### src/rtl/rom_ram_bank_controller_defines.svh
// Assertion macros for the ROM/RAM bank controller.
// Used by the top level only; needs nothing else.
`ifndef ROM_RAM_BANK_CONTROLLER_DEFINES_SVH
`define ROM_RAM_BANK_CONTROLLER_DEFINES_SVH

// same-cycle implication
`define RRBC_ASSERT(label, clk, rstn, ante, cons) \
    label: assert property (@(posedge clk) disable iff (!(rstn)) (ante) |-> (cons)) \
        else $error("rrbc: check failed");

// next-cycle implication
`define RRBC_ASSERT_NEXT(label, clk, rstn, ante, cons) \
    label: assert property (@(posedge clk) disable iff (!(rstn)) (ante) |=> (cons)) \
        else $error("rrbc: check failed");

`endif

### src/rtl/rrbc_pkg.sv
// Shared types and constants of the ROM/RAM bank controller.
// No dependencies.
`timescale 1ns / 1ps

package rrbc_pkg;

    // default sizes
    localparam int RAM_BYTES_DEF     = 32768;
    localparam int ROM_BANK_BITS_DEF = 7;

    // fixed field widths
    localparam int ADDR_W      = 16;
    localparam int DATA_W      = 8;
    localparam int ROM_ADDR_W  = 21;
    localparam int ROM_BANK_W  = 7;
    localparam int CFG_INDEX_W = 2;
    localparam int CFG_DATA_W  = 7;

    // configuration register indexes
    localparam logic [CFG_INDEX_W-1:0] CFG_ROM_BANK_MASK = 2'd0;
    localparam logic [CFG_INDEX_W-1:0] CFG_RAM_KIND      = 2'd1;

    // reset values
    localparam logic [6:0] ROM_BANK_MASK_RST = 7'h7F;
    localparam logic [1:0] RAM_KIND_RST      = 2'd3;

    localparam logic [7:0] RAM_ENABLE_KEY = 8'h0A;
    localparam logic [7:0] REFUSED_BYTE   = 8'hFF;

    typedef enum logic {
        OP_READ  = 1'b0,
        OP_WRITE = 1'b1
    } op_t;

    // bank register selected by address bits 14:13 in 0000-7FFF
    typedef enum logic [1:0] {
        SEL_RAM_ENABLE = 2'd0,
        SEL_LOW_BANK   = 2'd1,
        SEL_HIGH_BANK  = 2'd2,
        SEL_MODE       = 2'd3
    } bank_sel_t;

    // external RAM size codes
    typedef enum logic [1:0] {
        RAM_NONE = 2'd0,
        RAM_2K   = 2'd1,
        RAM_8K   = 2'd2,
        RAM_32K  = 2'd3
    } ram_kind_t;

    // per-word status carried down the pipeline
    typedef struct packed {
        logic                  decoded;
        logic                  rom_select;
        logic [ROM_ADDR_W-1:0] rom_address;
        logic                  ram_read;
        logic                  ram_refused;
    } acc_info_t;

endpackage

### src/rtl/rrbc_map.sv
// Bank and configuration registers plus address mapping.
// Depends on rrbc_pkg.
`timescale 1ns / 1ps

module rrbc_map #(
    parameter int RAM_BYTES     = rrbc_pkg::RAM_BYTES_DEF,
    parameter int ROM_BANK_BITS = rrbc_pkg::ROM_BANK_BITS_DEF,
    parameter int RAM_AW        = $clog2(RAM_BYTES)
) (
    input  logic                             aclk,
    input  logic                             aresetn,
    input  logic                             cfg_we,
    input  logic [rrbc_pkg::CFG_INDEX_W-1:0] cfg_index,
    input  logic [rrbc_pkg::CFG_DATA_W-1:0]  cfg_data,
    input  logic                             acc_take,
    input  logic [0:0]                       acc_op,
    input  logic [rrbc_pkg::ADDR_W-1:0]      acc_address,
    input  logic [rrbc_pkg::DATA_W-1:0]      acc_data,
    output rrbc_pkg::acc_info_t              acc_info,
    output logic                             ram_en,
    output logic                             ram_we,
    output logic [RAM_AW-1:0]                ram_addr
);
    import rrbc_pkg::*;

    localparam logic [ROM_BANK_W-1:0] BANK_LIMIT =
        ROM_BANK_W'((1 << ROM_BANK_BITS) - 1);
    localparam logic [15:0] RAM_CAP  = 16'(RAM_BYTES);
    localparam logic [15:0] WIN_SIZE = 16'd8192;

    logic [6:0] rom_bank_mask_reg, rom_bank_mask_next;
    logic [1:0] ram_kind_reg, ram_kind_next;
    logic [4:0] low_bank_reg, low_bank_next;
    logic [1:0] high_bank_reg, high_bank_next;
    logic       ram_mode_reg, ram_mode_next;
    logic       ram_enabled_reg, ram_enabled_next;

    logic                  is_write;
    logic                  in_rom;
    logic                  in_ram;
    logic [4:0]            low_eff;
    logic [ROM_BANK_W-1:0] rom_bank;
    logic [15:0]           kind_size;
    logic [15:0]           ram_size;
    logic [15:0]           win_limit;
    logic                  ram_ok;
    logic [1:0]            ram_bank;
    logic [14:0]           ram_lin;
    logic [14:0]           size_mask;

    // register updates from config port and bus writes to 0000-7FFF
    always_comb begin
        rom_bank_mask_next = rom_bank_mask_reg;
        ram_kind_next      = ram_kind_reg;
        low_bank_next      = low_bank_reg;
        high_bank_next     = high_bank_reg;
        ram_mode_next      = ram_mode_reg;
        ram_enabled_next   = ram_enabled_reg;
        if (cfg_we) begin
            if (cfg_index == CFG_ROM_BANK_MASK) begin
                rom_bank_mask_next = cfg_data[6:0];
            end else if (cfg_index == CFG_RAM_KIND) begin
                ram_kind_next = cfg_data[1:0];
            end
        end
        if (acc_take && is_write && in_rom) begin
            case (bank_sel_t'(acc_address[14:13]))
                SEL_RAM_ENABLE: ram_enabled_next = (acc_data == RAM_ENABLE_KEY);
                SEL_LOW_BANK:   low_bank_next    = acc_data[4:0];
                SEL_HIGH_BANK:  high_bank_next   = acc_data[1:0];
                SEL_MODE:       ram_mode_next    = (acc_data != '0);
                default:        ram_mode_next    = ram_mode_reg;
            endcase
        end
    end

    always_ff @(posedge aclk) begin
        if (!aresetn) begin
            rom_bank_mask_reg <= ROM_BANK_MASK_RST;
            ram_kind_reg      <= RAM_KIND_RST;
            low_bank_reg      <= 5'd1;
            high_bank_reg     <= 2'd0;
            ram_mode_reg      <= 1'b0;
            ram_enabled_reg   <= 1'b1;
        end else begin
            rom_bank_mask_reg <= rom_bank_mask_next;
            ram_kind_reg      <= ram_kind_next;
            low_bank_reg      <= low_bank_next;
            high_bank_reg     <= high_bank_next;
            ram_mode_reg      <= ram_mode_next;
            ram_enabled_reg   <= ram_enabled_next;
        end
    end

    // ROM address: bank 0 fixed below 4000, banked above
    always_comb begin
        is_write = (acc_op == 1'(OP_WRITE));
        in_rom   = !acc_address[15];
        in_ram   = (acc_address[15:13] == 3'b101);
        low_eff  = (low_bank_reg == 5'd0) ? 5'd1 : low_bank_reg;
        rom_bank = {(ram_mode_reg ? 2'd0 : high_bank_reg), low_eff}
                   & rom_bank_mask_reg & BANK_LIMIT;
    end

    // RAM window: size limit, refusal and wrap by a power-of-two mask
    always_comb begin
        case (ram_kind_t'(ram_kind_reg))
            RAM_NONE: kind_size = 16'd0;
            RAM_2K:   kind_size = 16'd2048;
            RAM_8K:   kind_size = 16'd8192;
            RAM_32K:  kind_size = 16'd32768;
            default:  kind_size = 16'd0;
        endcase
        ram_size  = (kind_size > RAM_CAP) ? RAM_CAP : kind_size;
        win_limit = (ram_size < WIN_SIZE) ? ram_size : WIN_SIZE;
        ram_ok    = ram_enabled_reg && (ram_size != 16'd0)
                    && ({3'b000, acc_address[12:0]} < win_limit);
        ram_bank  = ram_mode_reg ? high_bank_reg : 2'd0;
        ram_lin   = {ram_bank, acc_address[12:0]};
        size_mask = 15'(ram_size - 16'd1);
        ram_addr  = RAM_AW'(ram_lin & size_mask);
        ram_en    = acc_take && in_ram && ram_ok;
        ram_we    = is_write;
    end

    // status for the result word
    always_comb begin
        acc_info.decoded     = in_rom || in_ram;
        acc_info.rom_select  = in_rom && !is_write;
        acc_info.rom_address = '0;
        if (in_rom && !is_write) begin
            if (!acc_address[14]) begin
                acc_info.rom_address = {7'd0, acc_address[13:0]};
            end else begin
                acc_info.rom_address = {rom_bank, acc_address[13:0]};
            end
        end
        acc_info.ram_read    = in_ram && !is_write && ram_ok;
        acc_info.ram_refused = in_ram && !is_write && !ram_ok;
    end

endmodule

### config.mk
export PLATFORM = sky130hd
export DESIGN_NAME = rrbc_map
export DESIGN_NICKNAME = d
export VERILOG_FILES = /design/src/rtl/rom_ram_bank_controller_defines.svh /design/src/rtl/rrbc_pkg.sv /design/src/rtl/rrbc_map.sv
export SDC_FILE = /design/constraint.sdc
export NUM_CORES = 1
export LEC_CHECK = 0
export ABC_AREA = 1
export BUFFER_PORTS_ARGS = -buffer_cell sky130_fd_sc_hd__buf_2
export CAP_MARGIN = 20
export CORE_MARGIN = 1.5
export CORE_UTILIZATION = 42
export CTS_CLUSTER_SIZE = 12
export DETAILED_ROUTE_END_ITERATION = 7
export PLACE_DENSITY = 0.8
export SLEW_MARGIN = 20
export SYNTH_ARGS = -nofsm -noshare
export SYNTH_HDL_FRONTEND = slang
export SYNTH_SLANG_ARGS = --single-unit
### constraint.sdc
create_clock -name aclk -period 1.2 [get_ports aclk]
set_input_delay 0.18 -clock aclk [delete_from_list [all_inputs] [get_ports aclk]]
set_output_delay 0.18 -clock aclk [all_outputs]
set_load 0.05 [all_outputs]
==> flow_summary.toml, run 1 <==
[critical_path]
critPathSlowestCell = "dfxtp_4"
cp.buffers_inverters = 2
crit_required_ns = 1.02
slowest_delay_ns = 0.39
critPathLaunchType = "flip-flop"
critical_path_class = "reg2out"
cp_max_fo = 4
cp_cell_sequence = "inv_6 -> ha_4 -> nand3_4 -> nand2_4 -> nand2_4 -> nor2_4 -> buf_6"
worstPathArrival_ns = 1.42
cp_top_family = "flip-flops"
cp-end-kind = "primary output"
crit_path_frequent_cell = "nand2_4"

[global_routing]
grt_pass1_vias = 1313
grt_pass1_wl_um = 5768
grt_max_degree = 19
grt.total_usage_pct = 22.34
antenna_found_initial = 0
gr-total-overflow = 0

[job]
cap_violations = 0

[cells_and_area]
fin_nets = 332
fin_util_pct = 82.14
area_growth_pct = 85.01
largest_reg_flops = 7
layout-drive-gt1-share_pct = 59.03
n_antenna_cell = 0

[timing]
layout_min_cycle_time_ns = 1.601
relSlewSlack_pct = 78.21
setup_tns_ns = -2.512
fin_skew_ns = 0
hold_viol = 0
tightest_slew_ns = 0.3268
period_share_pct = 133.4
whs_ns = 0.07520
grt_setup_unrepaired = "yes"
setup-violations-final = 12
setup_slack_ns = -0.4009
maxSlewViolCount = 0
fmax_mhz = 624.6

[clock_tree]
cts_tree = "yes"
clk_pin_slew_ns = 0.10
clock_path_buffers = 2
root_buffer = "clkbuf_4"
postCtsHoldBufs = 0
ctsHtreeMaxLevel = 1
cts_buffers = 3
clk_latency_ns = 0.31
cts.sink_count = 18

[hold_path]
hold_path_class = "in2reg"

[drt]
drt_iter0_drc = 68
post_drt_wl_per_cell_um = 13.06
drt-total-wl_um = 4167
final_antenna_net_count = 0
viasPerCell = 4.771
drc = 0
vias = 1522
dr.pass1.iters = 4

[yosys]
syn_inst = 206
ys_seq_area_share_pct = 29.18
synth_seq_cells = 18
yosysWarnings = 0
synth_fp_nets = 249
syn_avg_cell_area_um2 = 5.995
syn_area_um2 = 1235
yosys.cell_types.count = 18

[die]
design.core.area_um2 = 2781
die_area_um2 = 3275
num_rows = 19
io_pins = 80
die_h_um = 57.23
die_w_um = 57.23
initial_core_util_pct = 44.40

[placed_design]
hpwlAfterDp_um = 2542
routabilityCongestion = 0.7462
io_buffers = 79

[outcome]
failed_checks = "negative setup slack"
status = "finished, violations left"

[power_and_ir_drop]
p_per_area_nw_per_um2 = 739.9
ir_worst_vdd_mv = 0.9608
cellLeakagePower_nw = 1.114
layer usage:
metal / vias to the layer above / GRT usage [%] / share of wire [%]
met5: - / 0 / 0
met4: 0 / 1.993 / 0.89
met3: 7 / 5.215 / 6.0
met2: 64 / 43.19 / 54
met1: 680 / 25.71 / 39
li1: 771 / - / -
Yosys cell counts:
master | number | area share (%)
ha_1 | 5 | 5.1
nand2_1 | 53 | 16
nor2_4 | 1 | 0.91
nor3_4 | 1 | 1.3
inv_1 | 30 | 9.1
o21ai_0 | 2 | 0.81
inv_2 | 3 | 0.91
buf_2 | 1 | 0.40
nor2_2 | 2 | 1.0
buf_4 | 13 | 7.9
nand3b_1 | 1 | 0.61
buf_6 | 1 | 0.91
nand2_2 | 1 | 0.51
nand3_2 | 1 | 0.81
a21oi_1 | 4 | 1.6
nor2_1 | 51 | 16
dfxtp_1 | 18 | 29
nand3_1 | 18 | 7.3
cell families after synthesis:
logic type,Yosys count,synth area share [%]
and+or+nand+nor,129,44.07
adders and majority gates,5,5.066
buffers and inverters,48,19.25
AOI/OAI and AO/OA,6,2.432
DFF,18,29.18
area by class of cell:
| type | instances | area, um^2 |
|---|---|---|
| multi-input combinational | 140 | 1008 |
| timing repair buffer | 93 | 668.1 |
| fill | 168 | 496.7 |
| sequential | 18 | 391.6 |
| inverter | 33 | 141.4 |
| tap | 31 | 38.79 |
| clock buffer | 4 | 36.28 |
through the flow:
stage                     setup slack, ns  std cells  instance area, um^2  total power, mW
after floorplan                  -0.08544        206                 1490            1.084
after global placement            -0.1556        310                 1869            1.212
after detailed placement          -0.1822        310                 1869            1.219
after CTS                         -0.3760        318                 2171            1.653
after global routing              -0.4502        319                 2285            1.760
final                             -0.4009        319                 2285            1.690
final timing paths:
check,start,to,slack [ns],depth (start not counted)
min reg2reg,rom_bank_mask_reg[6]$_SDFFE_PN1P_,rom_bank_mask_reg[6]$_SDFFE_PN1P_,0.49,2
min,cfg_data[2],rom_bank_mask_reg[2]$_SDFFE_PN1P_,0.08,3
max reg2reg,ram_mode_reg$_SDFFE_PN0P_,ram_mode_reg$_SDFFE_PN0P_,0.36,5
max,ram_kind_reg[1]$_SDFFE_PN1P_,acc_info[1],-0.40,7
worst register-to-register path, delay by kind of cell, from the launching register on:
kind,cells,cell delay [ns]
buf+inv,2,0.18
flops,1,0.37
simple gates,3,0.23
cell usage in the layout (no fill, tap or decap), types with 3 or more instances in the layout:
cell      Yosys  final
nand2_4       0      5
buf_8         0      6
buf_6         1     10
dfxtp_4       0      6
nor2_1       51     20
dfxtp_1      18      5
clkbuf_4      0      3
dfxtp_2       0      7
nand3_1      18     15
buf_4        13     26
nor2_4        1     29
nand2_1      53     46
nor2_2        2      5
ha_4          0      4
buf_2         1     50
inv_1        30     27
power by group:
group          internal [mW]  switching (mW)
clock                  0.186           0.203
combinational          0.226           0.435
sequential             0.613          0.0276
total                   1.02           0.666
what timing repair did:
action,in CTS,in global routing
hold endpoints to repair,0,0
pin swaps,19,14
buffers inserted,4,1
resized for setup,74,27
endpoints found under the setup margin,28,24
Note: power is estimated with default switching activity, not from simulation.
==> run 2: changes to the inputs <==
--- a/config.mk
+++ b/config.mk
@@ -9,10 +9,11 @@
 export BUFFER_PORTS_ARGS = -buffer_cell sky130_fd_sc_hd__buf_2
 export CAP_MARGIN = 20
 export CORE_MARGIN = 1.5
-export CORE_UTILIZATION = 42
+export CORE_UTILIZATION = 43
+export CTS_BUF_LIST = sky130_fd_sc_hd__clkbuf_4 sky130_fd_sc_hd__clkbuf_8
 export CTS_CLUSTER_SIZE = 12
 export DETAILED_ROUTE_END_ITERATION = 7
-export PLACE_DENSITY = 0.8
+export PLACE_DENSITY = 0.81
 export SLEW_MARGIN = 20
 export SYNTH_ARGS = -nofsm -noshare
 export SYNTH_HDL_FRONTEND = slang
==> run 2 against run 1 <==
Against the previous run:
- the run still ends with negative setup slack left
- largest cell class unchanged
- combinational power is 1% higher
- sequential power hardly changed
- clock skew stayed put
- hold slack worse by 0.0062 ns
- setup slack improved by 0.022 ns
==> flow_summary.toml, run 2 (synthesized netlist as in run 1, its figures left out) <==
[die]
die_w_um = 56.59
die_area_um2 = 3202
design.core.area_um2 = 2734
die_h_um = 56.59
io_pins = 80
num_rows = 19
initial_core_util_pct = 45.17

[global_routing]
grt_max_degree = 19
grt_pass1_vias = 1465
antenna_found_initial = 0
grt.total_usage_pct = 24.28
gr-total-overflow = 0
grt_pass1_wl_um = 6182

[power_and_ir_drop]
switching_share_pct = 39.59
cellLeakagePower_nw = 1.128
p_sw_mw = 0.6776
internal-power_mw = 1.034
ir_worst_vdd_mv = 0.9670
p_comb_share_pct = 39.1
p_per_area_nw_per_um2 = 745.4
power_frac_clock_pct = 23.5
pwr-share-seq_pct = 37.5
fin_total_pwr_mw = 1.711

[critical_path]
crit_path_frequent_cell = "nand2_4"
slowest_delay_ns = 0.39
worstPathArrival_ns = 1.40
critPathLaunchType = "flip-flop"
critical_path_class = "reg2out"
cp.buffers_inverters = 2
cp_top_family = "flip-flops"
cp-end-kind = "primary output"
cp_cell_sequence = "inv_4 -> ha_4 -> nand3_4 -> nand2_4 -> nand2_4 -> nor2_4 -> buf_8"
critPathSlowestCell = "dfxtp_4"
cp_max_fo = 4
crit_required_ns = 1.02

[clock_tree]
ctsHtreeMaxLevel = 1
clk_pin_slew_ns = 0.11
cts_buffers = 3
root_buffer = "clkbuf_4"
clk_latency_ns = 0.31
cts.sink_count = 18
postCtsHoldBufs = 0
cts_tree = "yes"
clock_path_buffers = 2

[timing]
tightest_slew_ns = 0.3276
grt_setup_unrepaired = "yes"
whs_ns = 0.06900
maxSlewViolCount = 0
relSlewSlack_pct = 78.16
hold_viol = 0
setup_slack_ns = -0.3788
fin_skew_ns = 0
setup-violations-final = 11
period_share_pct = 131.6
fmax_mhz = 633.4
layout_min_cycle_time_ns = 1.579

[cells_and_area]
layout-drive-gt1-share_pct = 59.25
n_antenna_cell = 0
final_common_cell = "buf_2"
largest_reg_flops = 7
fin_nets = 336
instances_no_fill = 323
area_growth_pct = 85.92
layout_common_cells = "buf_2 (51), nand2_1 (46), nor2_4 (28)"
fillers = 167
fin_util_pct = 83.98

[drt]
drc = 0
vias = 1570
drt_iter0_drc = 41
final_antenna_net_count = 0
post_drt_wl_per_cell_um = 12.60
viasPerCell = 4.861
dr.pass1.iters = 4
drt-total-wl_um = 4070

[job]
cap_violations = 0

[placed_design]
place_ws_ns = -0.1731
routabilityCongestion = 0.8077
dp.cells = 313
io_buffers = 79
hpwlAfterDp_um = 2660

[hold_path]
hold_path_class = "in2reg"

[outcome]
status = "finished, violations left"
failed_checks = "negative setup slack"
## run 2: cell count changes in the layout (fill, tap and decap cells not counted)
cell / previous run / this run
buf_2: 50 / 51
buf_4: 26 / 27
buf_6: 10 / 12
dfxtp_1: 5 / 6
dfxtp_2: 7 / 8
dfxtp_4: 6 / 4
inv_4: 2 / 3
inv_6: 1 / 0
nand2_2: 2 / 4
nand2_4: 5 / 3
nor2_2: 5 / 6
nor2_4: 29 / 28
## run 2: worst paths after layout
check	startpoint	endpoint	slack, ns	cells after the start
worst max-delay path	ram_kind_reg[1]$_SDFFE_PN1P_	ram_en	-0.38	7
worst min-delay path	cfg_data[4]	rom_bank_mask_reg[4]$_SDFFE_PN1P_	0.07	3
worst max register to register	ram_mode_reg$_SDFFE_PN0P_	ram_mode_reg$_SDFFE_PN0P_	0.29	6
worst min register to register	rom_bank_mask_reg[2]$_SDFFE_PN1P_	rom_bank_mask_reg[2]$_SDFFE_PN1P_	0.49	2
## run 2: power groups by stage
stage | Combinational [mW] | Sequential (mW) | Clock (mW)
after floorplan | 0.438 | 0.646 | 0
after detailed placement | 0.578 | 0.651 | 0
after global routing | 0.711 | 0.643 | 0.415
final | 0.668 | 0.641 | 0.402
after CTS | 0.632 | 0.640 | 0.401
after global placement | 0.570 | 0.650 | 0
## run 2: metrics by stage
step	cell area, um^2	TNS (ns)
2_1_floorplan	1490	-1.289
3_3_place_gp	1892	-1.184
3_5_place_dp	1892	-1.534
4_1_cts	2178	-2.358
5_1_grt	2296	-2.824
6_report	2296	-2.425
## run 2: metal layers
layer	track usage [%]	wire (um)	share of wire, %	up-vias
met5	0	0	0	-
met4	9.184	119	2.9	0
met3	2.765	232	5.7	13
met2	47.01	2329	57	67
met1	26.35	1388	34	709
li1	-	-	-	781
## run 2: cell type report
cell class	instances	area (um^2)	share of cell area, %
Timing Repair Buffer	97	703.2	30.63
Sequential cell	18	385.4	16.78
Tap cell	31	38.79	1.689
Inverter	33	138.9	6.049
Multi-Input combinational cell	140	993.5	43.27
Clock buffer	4	36.28	1.580
## run 2: tightest hold or removal path, cell delays in order
cell and delay, ns:
buf_2 0.07, nand2_1 0.04, nand3_1 0.06
## run 2: repair_timing
item	4_1_cts	5_1_grt
pin swaps	19	11
endpoints found under the setup margin	28	26
resized for setup	73	22
setup buffers	3	3
==> run 3: changes to the inputs <==
--- a/config.mk
+++ b/config.mk
@@ -5,11 +5,10 @@
 export SDC_FILE = /design/constraint.sdc
 export NUM_CORES = 1
 export LEC_CHECK = 0
-export ABC_AREA = 1
 export BUFFER_PORTS_ARGS = -buffer_cell sky130_fd_sc_hd__buf_2
 export CAP_MARGIN = 20
 export CORE_MARGIN = 1.5
-export CORE_UTILIZATION = 43
+export CORE_UTILIZATION = 42
 export CTS_BUF_LIST = sky130_fd_sc_hd__clkbuf_4 sky130_fd_sc_hd__clkbuf_8
 export CTS_CLUSTER_SIZE = 12
 export DETAILED_ROUTE_END_ITERATION = 7
==> run 3 against run 2 <==
Against the previous run:
- the run still ends with negative setup slack left
- maximum frequency decreased by 14%
- register-to-register slack gained 0.10 ns
- count of clock-buffer cells in the layout is 1 lower
- cell area shrank 13%
- critical path type unchanged
- combinational power shrank 19%
- sequential power down 2%
- global-route usage decreased by 2.4 points
- non-clock buffer count grew 1
- synthesized area down 6.5%
==> flow_summary.toml, run 3 <==
[global_routing]
busiest_layer = "met2"
grt_pass1_vias = 1279
met2_usage_pct = 42.69
met1_usage_pct = 22.64
grt_max_degree = 16
antenna_found_initial = 0
grt_pass1_wl_um = 5416
grtUsageMet3_pct = 3.981
grt.total_usage_pct = 21.84
gr-total-overflow = 0

[yosys]
synthArstFlopShare_pct = 0
synth_area_leaders = "dfxtp_1 (31%), nand2_1 (11%), and2_1 (8.1%)"
ys_seq_area_share_pct = 31.20
synth_fp_nets = 188
syn_area_um2 = 1155
yosysWarnings = 0
synth_seq_cells = 18
syn_avg_cell_area_um2 = 7.965
synth_top_area_share_pct = 31.20
synth_top_area_cell = "dfxtp_1"
synth_edf_count = 0
synth.top_cells.by_count = "nand2_1 (34), dfxtp_1 (18), and2_1 (15)"
yosys.cell_types.count = 32
syn_inst = 145
synthFlopType = "dfxtp_1"
yosys.cell_count.top_type = "nand2_1"

[clock_tree]
cts_buffers = 3
clock_path_buffers = 2
cts.sink_count = 18
clk_latency_ns = 0.30
cts_tree = "yes"
ctsHtreeMaxLevel = 1
clk_pin_slew_ns = 0.09
root_buffer = "clkbuf_4"

[critical_path]
critPathLaunchType = "flip-flop"
cp_max_fo = 3
cp-end-kind = "primary output"
worstPathArrival_ns = 1.65
critical_path_class = "reg2out"
crit_required_ns = 1.02

[cells_and_area]
fillers = 193
final-seq-area_um2 = 376.6
layout_common_cells = "buf_2 (56), nand2_1 (32), buf_4 (21)"
fin_nets = 275
final_common_cell = "buf_2"
area_growth_pct = 73.35
largest_reg_flops = 7
n_antenna_cell = 0
multi_input_area_um2 = 862.1
layout-drive-gt1-share_pct = 65.65

[drt]
drt-total-wl_um = 3590
drt_iter0_drc = 34
dr.pass1.iters = 4
post_drt_wl_per_cell_um = 13.81
drc = 0
vias = 1326
final_antenna_net_count = 0
viasPerCell = 5.100

[outcome]
failed_checks = "negative setup slack"
status = "finished, violations left"

[timing]
setup_tns_ns = -3.935
setup-violations-final = 12
whs_ns = 0.09074
setup_slack_ns = -0.6306
layout_min_cycle_time_ns = 1.831
fmax_mhz = 546.3
grt_setup_unrepaired = "yes"
tightest_slew_ns = 0.4482
maxSlewViolCount = 0
period_share_pct = 152.6
fin_skew_ns = 0
hold_viol = 0
relSlewSlack_pct = 69.84

[job]
cap_violations = 0

[hold_path]
hold_path_class = "in2reg"

[power_and_ir_drop]
fin_total_pwr_mw = 1.467
cellLeakagePower_nw = 1.000
ir_worst_vdd_mv = 0.8018
p_per_area_nw_per_um2 = 732.8

[die]
die_w_um = 55.44
design.core.area_um2 = 2545
initial_core_util_pct = 45.38
die_area_um2 = 3073
num_rows = 18
io_pins = 80
die_h_um = 55.44

[placed_design]
hpwlAfterDp_um = 2511
place_ws_ns = -0.4813
io_buffers = 79
routabilityCongestion = 0.7372
run 3: cell type report:
type                    count  area share [%]
multi-input cells         107           43.06
repair buffers             98           34.25
flip-flops and latches     18           18.81
well taps                  30           1.875
clock buffers               3           1.125
inverters                   4          0.8750
run 3: metal layers:
layer / up-vias / routed length, um
met5: - / 0
met4: 0 / 76
met3: 9 / 216
met2: 61 / 1987
met1: 605 / 1309
li1: 651 / -
run 3: stage by stage:
stage	util [%]	instances	area, um^2
detailed placement	66.22	254	1685
global placement	66.22	254	1685
global route	78.66	260	2002
finish	78.66	260	2002
floorplan	-	145	1241
CTS	74.73	259	1902
run 3: cell families after synthesis:
logic type,synth area share [%]
AND/OR/NAND/NOR,40.30
buffers and inverters,10.40
flip-flops,31.20
AO/OA/AOI/OAI,5.742
multiplexers,6.934
adder cells (fa/ha/maj),5.417
run 3: final timing paths:
path,start,to,slack [ns],depth (start not counted)
setup / recovery,ram_kind_reg[1]$_SDFFE_PN1P_,acc_info[1],-0.63,7
hold / removal,cfg_data[4],rom_bank_mask_reg[4]$_SDFFE_PN1P_,0.09,3
setup reg to reg,ram_kind_reg[1]$_SDFFE_PN1P_,ram_kind_reg[1]$_SDFFE_PN1P_,0.39,3
hold reg to reg,rom_bank_mask_reg[4]$_SDFFE_PN1P_,rom_bank_mask_reg[4]$_SDFFE_PN1P_,0.48,2
run 3: critical path: stages (launching register included):
cell     delay [ns]
dfxtp_2        0.36
inv_2          0.05
buf_4          0.14
ha_4           0.15
inv_2          0.05
o311a_4        0.21
nor3b_4        0.21
buf_6          0.18
run 3: repair_timing:
item / 4_1_cts / 5_1_grt
setup buffers: 2 / 2
pin swaps: 4 / 2
setup endpoints to repair: 14 / 29
hold buffers: 0 / 0
resized for setup: 55 / 25
run 3: power breakdown:
part	leakage [nW]	total [mW]	switching, mW	internal [mW]
Clock	0.0138	0.294	0.177	0.117
Combinational	0.836	0.543	0.341	0.201
Sequential	0.150	0.631	0.0164	0.614
